File: config.mk
export PLATFORM = sky130hd
export DESIGN_NAME = pcrf_scale
export DESIGN_NICKNAME = d
export VERILOG_FILES = /design/src/rtl/pcrf_pkg.sv /design/src/rtl/pcrf_scale.sv
export SDC_FILE = /design/constraint.sdc
export NUM_CORES = 2
export LEC_CHECK = 0
export BUFFER_PORTS_ARGS = -buffer_cell sky130_fd_sc_hd__buf_4
export CORE_ASPECT_RATIO = 1.2
export CORE_MARGIN = 5
export CORE_UTILIZATION = 50
export DETAILED_ROUTE_END_ITERATION = 8
export GPL_ROUTABILITY_DRIVEN = 0
export HOLD_SLACK_MARGIN = 0.08
export PLACE_DENSITY = 0.73
export RECOVER_POWER = 50
export SYNTH_ARGS = -nofsm -noshare
export SYNTH_HDL_FRONTEND = slang
export SYNTH_SLANG_ARGS = --single-unit
File: constraint.sdc
create_clock -name clock -period 20.1 [get_ports clock]
set_clock_uncertainty 0.1 [all_clocks]
set_input_delay 1.005 -clock clock [delete_from_list [all_inputs] [get_ports clock]]
set_output_delay 1.005 -clock clock [all_outputs]
set_load 0.01 [all_outputs]
File: src/rtl/pcrf_pkg.sv
// pcrf_pkg: shared widths, register codes and reset values of the comb reverb
// used by the channel interfaces, the output scaler and the top level
`default_nettype none

package pcrf_pkg;

   // item and register port widths
   localparam int SAMPLE_W   = 16;
   localparam int CSR_IDX_W  = 3;
   localparam int CSR_DATA_W = 48;

   // register field layout
   localparam int DELAY_REG_W   = 36;
   localparam int DAMP_REG_W    = 48;
   localparam int DELAY_FIELD_W = 12;
   localparam int DLY_W         = DELAY_FIELD_W + 1;
   localparam int DAMP_W        = 8;
   localparam int COUNT_W       = 32;
   localparam int STEP_W        = 16;
   localparam int FADE_W        = 33;

   // accumulator of up to six 16-bit comb outputs
   localparam int SUM_W  = 19;
   localparam int PROD_W = SUM_W + FADE_W;

   // output limit
   localparam int CLAMP_LIM = 32000;

   // register indexes
   localparam logic [CSR_IDX_W-1:0] REG_DELAYS_FIRST = 3'd0;
   localparam logic [CSR_IDX_W-1:0] REG_DELAYS_LAST  = 3'd1;
   localparam logic [CSR_IDX_W-1:0] REG_DAMP_GAINS   = 3'd2;
   localparam logic [CSR_IDX_W-1:0] REG_FADE_START   = 3'd3;
   localparam logic [CSR_IDX_W-1:0] REG_FADE_STEP    = 3'd4;

   // register reset values
   localparam logic [DELAY_REG_W-1:0] DELAYS_FIRST_RST = 36'd43630184400;
   localparam logic [DELAY_REG_W-1:0] DELAYS_LAST_RST  = 36'd48662940400;
   localparam logic [DAMP_REG_W-1:0]  DAMP_GAINS_RST   = 48'd112589990684262;
   localparam logic [COUNT_W-1:0]     FADE_START_RST   = 32'hFFFF_FFFF;
   localparam logic [STEP_W-1:0]      FADE_STEP_RST    = 16'd6493;

   // fade level of one in Q1.32
   localparam logic [FADE_W-1:0] FADE_ONE = {1'b1, {(FADE_W-1){1'b0}}};

   typedef logic signed [SAMPLE_W-1:0] sample_type;

endpackage

`default_nettype wire

File: src/rtl/pcrf_scale.sv
// pcrf_scale: two-stage fade multiply, truncation toward zero and clamp
// depends on pcrf_pkg for the sum, fade and product widths
`default_nettype none

module pcrf_scale import pcrf_pkg::*; (
   input  wire logic                    clock,
   input  wire logic                    reset,
   input  wire logic                    start,
   input  wire logic signed [SUM_W-1:0] sum,
   input  wire logic [FADE_W-1:0]       fade,
   output logic                         done,
   output sample_type                   result
);

   logic                      busy_ff, busy_in;
   logic                      done_ff, done_in;
   logic signed [PROD_W-1:0]  prod_ff, prod_in;
   sample_type                result_ff, result_in;
   logic signed [PROD_W-1:0]  prod_adj;
   logic signed [SUM_W-1:0]   quot;

   // stage one: a fade of exactly one is a shift, otherwise a 19 x 32 multiply
   always_comb begin
      if (fade[FADE_W-1]) begin
         prod_in = PROD_W'(sum) <<< (FADE_W - 1);
      end else begin
         prod_in = PROD_W'($signed(sum) * $signed({1'b0, fade[FADE_W-2:0]}));
      end
      busy_in = start;
   end

   // stage two: divide by 2^33 toward zero, then clamp
   always_comb begin
      prod_adj = prod_ff + (prod_ff[PROD_W-1] ? PROD_W'((64'd1 << FADE_W) - 64'd1)
                                              : PROD_W'(0));
      quot     = prod_adj[PROD_W-1:FADE_W];
      if (quot > SUM_W'(CLAMP_LIM)) begin
         result_in = SAMPLE_W'(CLAMP_LIM);
      end else if (quot < -SUM_W'(CLAMP_LIM)) begin
         result_in = -SAMPLE_W'(CLAMP_LIM);
      end else begin
         result_in = quot[SAMPLE_W-1:0];
      end
      done_in = busy_ff;
   end

   always_ff @(posedge clock) begin
      if (reset) begin
         busy_ff <= 1'b0;
         done_ff <= 1'b0;
      end else begin
         busy_ff <= busy_in;
         done_ff <= done_in;
      end
   end

   // payload stages, result held until the next product
   always_ff @(posedge clock) begin
      if (start) begin
         prod_ff <= prod_in;
      end
      if (busy_ff) begin
         result_ff <= result_in;
      end
   end

   assign done   = done_ff;
   assign result = result_ff;

endmodule

`default_nettype wire

Word level (Yosys, flattened, before mapping)
Cells that the tools add are included.
{ "word_totals": {"regBits": 70, "elab_cells": 14} }
{ "classes": {"n_addsub": 1, "n_mul": 1, "magnitude_cmp": 2, "mux": 3, "reduce_logical": 1} }
{ "ops": {"columns": ["operator", "n"], "rows": [
  ["adder 52 x 33 -> 52 bit", 1],
  ["multiplier 19 x 33 -> 52 bit", 1],
  ["2-to-1 mux 52 bit", 1],
  ["2-to-1 mux 33 bit", 1],
  ["> comparator 19 x 16 -> 1 bit, second input constant", 1],
  ["< comparator 19 x 16 -> 1 bit, second input constant", 1],
  ["2-to-1 mux 16 bit", 1],
  ["OR reduction 2 bit", 1]
]} }

Longest topological paths before layout
{ "depth": {"word_depth": 4, "depth_mapped": 26, "depth_no_buf": 25} }

Worst setup path before layout
No wires, ideal clock.
{ "synth_timing": {"path_type": "input port to flip-flop", "from": "input fade[9]", "to": "register prod_ff[46] (data pin)", "setup_ps": 266, "arrival_time_ps": 7458, "required_time_ps": 19734, "setup_slack_ps": 12276, "cell_stages": 25, "n_path_buf": 2, "cell_sequence": "clkbuf_1 clkbuf_1 and2_1 fa_1 fa_1 inv_1 fa_1 inv_1 fa_1 inv_1 fa_1 inv_1 fa_1 ha_1 ha_1 a2111oi_2 o21ai_1 a211o_1 a22oi_2 o21ai_2 a31o_2 a31o_1 a21o_1 a2111oi_2 nor3b_1"} }
{ "synth_via": {"elab_chain_cells": 2} }
{ "synth_lines": {"columns": ["element", "line_no", "source"], "rows": [
  ["from (decl)", "pcrf_scale.sv:10", "input wire logic [FADE_W-1:0] fade,"],
  ["multiplier 19 x 33 -> 52 bit", "pcrf_scale.sv:27", "prod_in = PROD_W'($signed(sum) * $signed({1'b0, fade[FADE_W-2:0]}));"],
  ["2-to-1 mux 52 bit", "pcrf_scale.sv:24", "if (fade[FADE_W-1]) begin"],
  ["named net prod_in[46]", "pcrf_scale.sv:17", "logic signed [PROD_W-1:0] prod_ff, prod_in;"],
  ["to (signal assigned)", "pcrf_scale.sv:60", "prod_ff <= prod_in;"],
  ["to (decl)", "pcrf_scale.sv:17", null]
]} }
The timed path passes the listed nets, and every way through them passes these cells.
A chain may end at the register's enable or synchronous reset.

Final worst setup path
{ "layout_timing": {"from": "input sum[2]", "to": "register prod_ff[46] (data pin)"} }
{ "layout_via": {"elab_chain_cells": 2} }
{ "layout_lines": {"columns": ["element", "line_no", "source"], "rows": [
  ["from (decl)", "pcrf_scale.sv:9", "input wire logic signed [SUM_W-1:0] sum,"],
  ["multiplier 19 x 33 -> 52 bit", "pcrf_scale.sv:27", null],
  ["2-to-1 mux 52 bit", "pcrf_scale.sv:24", null],
  ["named net prod_in[46]", "pcrf_scale.sv:17", null]
]} }
The timed path passes the listed nets, and every way through them passes these cells.

==> impl_summary.md <==
Drt
The number of DRC markers in iteration 0 is roughly 1100. The number of remaining DRC errors is 0. In the final routed layout, each cell accounts on average for between 15 and 20 microns. The remaining antenna violation count is 0. The detailed router placed roughly 18000 vias in this run. The total routed wirelength is about 60 mm.

In the routed layout, each cell is associated on average with a via count of 5.56. The number of detailed-routing iterations run before antenna repair is 6.

Yosys
After synthesis, the share of flip-flops with an asynchronous set or reset is 0%. During synthesis, Yosys emitted a total of 0 warnings. The number of instances in the synthesized netlist is 2614.

The number of nets handed over by synthesis was 3398. The register area share after synthesis is under 10%. The post-synthesis average cell area is between 9 and 10 sq um.

The count of cell types in the netlist is ~80. The synthesized design contains 68 enable-type register cells. The post-synthesis cell area is about 0.024 sq mm. The commonest register cell after synthesis is edfxtp_1. After synthesis the netlist holds a flip-flop and latch count of 70.

Die
The die covers 0.0525 sq mm. The count of pins on the block boundary is slightly above 70. The placement row count is 88.

The horizontal die dimension is about 210 microns. The initial standard-cell utilization of the core is 50.3%. The total area inside the core boundary comes to about 0.048 sq mm. The overall die height is between 200 and 300 microns.

Finish
The fraction of layout instances using a drive strength above 1 is between 4 and 5%. The number of non-filler instances in the completed layout is between 3000 and 4000. The library cell used most frequently in the layout, excluding fill and tap cells, is inv_1. The layout overhead on the synthesized area is 4.85%. The net count of the finished layout is around 3400.

The repair_antennas step left the layout with diodes totalling 0. Leaving out fill and tap cells, the most frequent cells in the layout are 533 x inv_1, 509 x fa_1, 359 x nand2_1, 289 x and2_1, 220 x ha_1.

CTS
The clock-pin slew of the registers on the worst-case setup and hold paths is ~0.050 ns. The hold-fix buffer count after cts is 0. The number of sinks handled by clock tree synthesis is 70. The TritonCTS clock tree is yes. The clock tree root driver cell is clkbuf_16. In this run, post-CTS repair resized a total of 0 instances. Clock latency on the worst-skew pair, taken at its later pin, is around 0.33 ns. Buffers inserted during clock tree synthesis total 9. The number of buffers between clock root and the deepest sink is 2. The H-tree was split into 3 levels.

After clock tree synthesis, the setup repair step added 0 buffers.

Worst setup path
The count of cells along the worst register-to-register path is 11. The capture point of the worst path is prod_ff[46]$_DFFE_PP_. Tracing the worst setup path back leads to its startpoint at sum[2].

The critical path is of the in2reg type. The capture point of the worst reg-to-reg path is result[13]$_SDFFCE_PP1P_. In this run the register-to-register setup slack is approximately 16 ns.

STA classifies the critical path startpoint as an input port. The startpoint of the most critical register-to-register path is prod_ff[51]$_DFFE_PP_. At the worst endpoint, the arrival time is 7.79 ns. The element type at the critical path end is a register.

The largest driver fanout on the critical path is 33. For the worst setup path, the data required time is ~20 ns.

STA
The final number of hold-violating endpoints was 0. The headroom to the max-slew limit is -90.2%. The max-slew violation count is 54. Setup total negative slack on the finished layout was measured at 0 ns.

The setup slack after layout is approximately 12 ns. Setup repair after global routing left no endpoint under its margin. The highest achievable clock rate is between 100 and 150 MHz. Of the available clock period, the critical path in the final layout requires 38.9%. The final setup violation count is 0. At the pin with the least slew margin, the transition time is 2.85 ns. The clock period could shrink to between 7 and 8 ns.

Job
The number of violations of the max-capacitance limit is 1.

Place
Summed over all nets, the half-perimeter wirelength after detailed placement is between 40 and 50 mm. The number of placed instances, taps included, is about 3200. Input and output buffers added on the ports amount to ~70. The post-placement worst setup slack is ~12 ns.

GRT
The number of global-route vias before repair was 19600. The initial antenna violation count is 0. The first global-routing pass estimated 99.0 mm of wire.

Entering global routing, the biggest net connects between 70 and 80 pins. The total overflow left after global routing is 0. The overall routing resource usage is a little under a quarter.

Outcome
The run finished, with violations left. The final reports fail on max-capacitance violations, max-slew violations.

Hold path
The type of the tightest min-delay check is reg2reg.
## layer usage
| layer | up-vias | track usage [%] | part of all wire [%] |
|---|---|---|---|
| li1 | 7936 | - | - |
| met5 | - | 0 | 0 |
| met2 | 682 | 41.0 | 51 |
| met4 | 0 | 10.5 | 5.1 |
| met3 | 212 | 2.87 | 6.0 |
| met1 | 9046 | 28.3 | 38 |
## per-stage QoR
| stage | instance area [sq um] | hold slack (ns) | utilization, % |
|---|---|---|---|
| 2_1_floorplan | 24000 | 0.545 | - |
| 3_3_place_gp | 24900 | 0.663 | 52.1 |
| 3_5_place_dp | 24900 | 0.675 | 52.1 |
| 4_1_cts | 25200 | 0.684 | 52.8 |
| 5_1_grt | 25200 | 0.724 | 52.7 |
| 6_report | 25200 | 0.688 | 52.7 |
## worst min path at each step
stage / slack [ns] / end / cells past startpoint / start
after floorplan: 0.55 / result[14]$_SDFFCE_PP1P_ / 2 / prod_ff[47]$_DFFE_PP_
after global placement: 0.66 / result[8]$_SDFFCE_PP1P_ / 2 / prod_ff[41]$_DFFE_PP_
after detailed placement: 0.68 / result[8]$_SDFFCE_PP1P_ / 2 / prod_ff[41]$_DFFE_PP_
after CTS: 0.68 / result[8]$_SDFFCE_PP1P_ / 2 / prod_ff[41]$_DFFE_PP_
after global routing: 0.72 / result[8]$_SDFFCE_PP1P_ / 2 / prod_ff[41]$_DFFE_PP_
final: 0.69 / result[8]$_SDFFCE_PP1P_ / 2 / prod_ff[41]$_DFFE_PP_
## final cells by class
type	count	area [sq um]
Inverter	533	2000
Timing Repair Buffer	72	510
Tap cell	630	788
Clock inverter	5	58.8
Multi-Input combinational cell	1896	19500
Clock buffer	11	243
Sequential cell	70	2080
Fill cell	4292	22600
## cell usage after synthesis (2+ instances only)
library cell | instances | share of area [%]
o22ai_1 | 2 | 0.052
a211o_1 | 4 | 0.15
or3_1 | 4 | 0.10
o21ai_0 | 55 | 1.1
a31oi_1 | 5 | 0.13
nor3_1 | 20 | 0.42
a21o_1 | 38 | 1.2
o21ai_1 | 5 | 0.10
clkbuf_1 | 113 | 1.8
xor2_1 | 17 | 0.62
a21oi_1 | 68 | 1.4
a221oi_1 | 5 | 0.18
and4_1 | 6 | 0.22
nand2b_1 | 16 | 0.42
and3_1 | 13 | 0.34
xnor2_1 | 32 | 1.2
and2_1 | 289 | 7.5
a311oi_1 | 2 | 0.073
a2111oi_2 | 2 | 0.13
nand2_1 | 359 | 5.6
nand3_1 | 28 | 0.58
fa_1 | 509 | 42
o211a_1 | 2 | 0.083
nand4_1 | 10 | 0.26
ha_1 | 220 | 11
o2111ai_1 | 3 | 0.11
edfxtp_1 | 68 | 8.5
a31o_1 | 2 | 0.073
o311ai_0 | 2 | 0.073
o21bai_1 | 11 | 0.34
nor3b_1 | 6 | 0.19
or2_2 | 3 | 0.078
inv_1 | 533 | 8.3
o211ai_1 | 5 | 0.16
dfxtp_1 | 2 | 0.17
nor4_1 | 2 | 0.052
a211oi_1 | 15 | 0.47
nor2b_1 | 35 | 0.91
o21a_1 | 10 | 0.31
o221ai_1 | 2 | 0.073
a31o_2 | 3 | 0.11
a22oi_1 | 3 | 0.094
nor2_1 | 49 | 0.77
## registers in the layout, summed over array words and instances (netlist names)
signal	count
done	1
busy_ff	1
prod_ff	52
result	16
## kinds of logic (layout without fill, tap and decap cells)
kind of cell               count (synthesis)  after routing  synth area share, %
AOI/OAI and AO/OA                        268            268                 7.62
xor gates and xnor gates                  50             50                 1.85
adders and majority gates                729            729                 53.9
buffers and inverters                    648            621                 10.1
DFF                                       70             70                 8.67
and+or+nand+nor                          849            849                 17.8
## critical path, cell delays in order
cell and delay, ns:
buf_4 0.29, and2_1 0.21, fa_1 0.45, fa_1 0.52, inv_1 0.05, fa_1 0.48, inv_1 0.05, fa_1 0.51
inv_1 0.06, fa_1 0.53, inv_1 0.05, fa_1 0.44, ha_1 0.29, ha_1 0.35, a2111oi_2 0.38, o21ai_1 0.15
a211o_1 0.33, a22oi_2 0.31, o21ai_2 0.14, a31o_2 0.30, a31o_1 0.23, a21o_1 0.21, a2111oi_2 0.36, nor3b_1 0.09
Power is left out: the tool's default activity adds up to more than one toggle a clock period on the data nets, which glitch-free logic cannot reach.
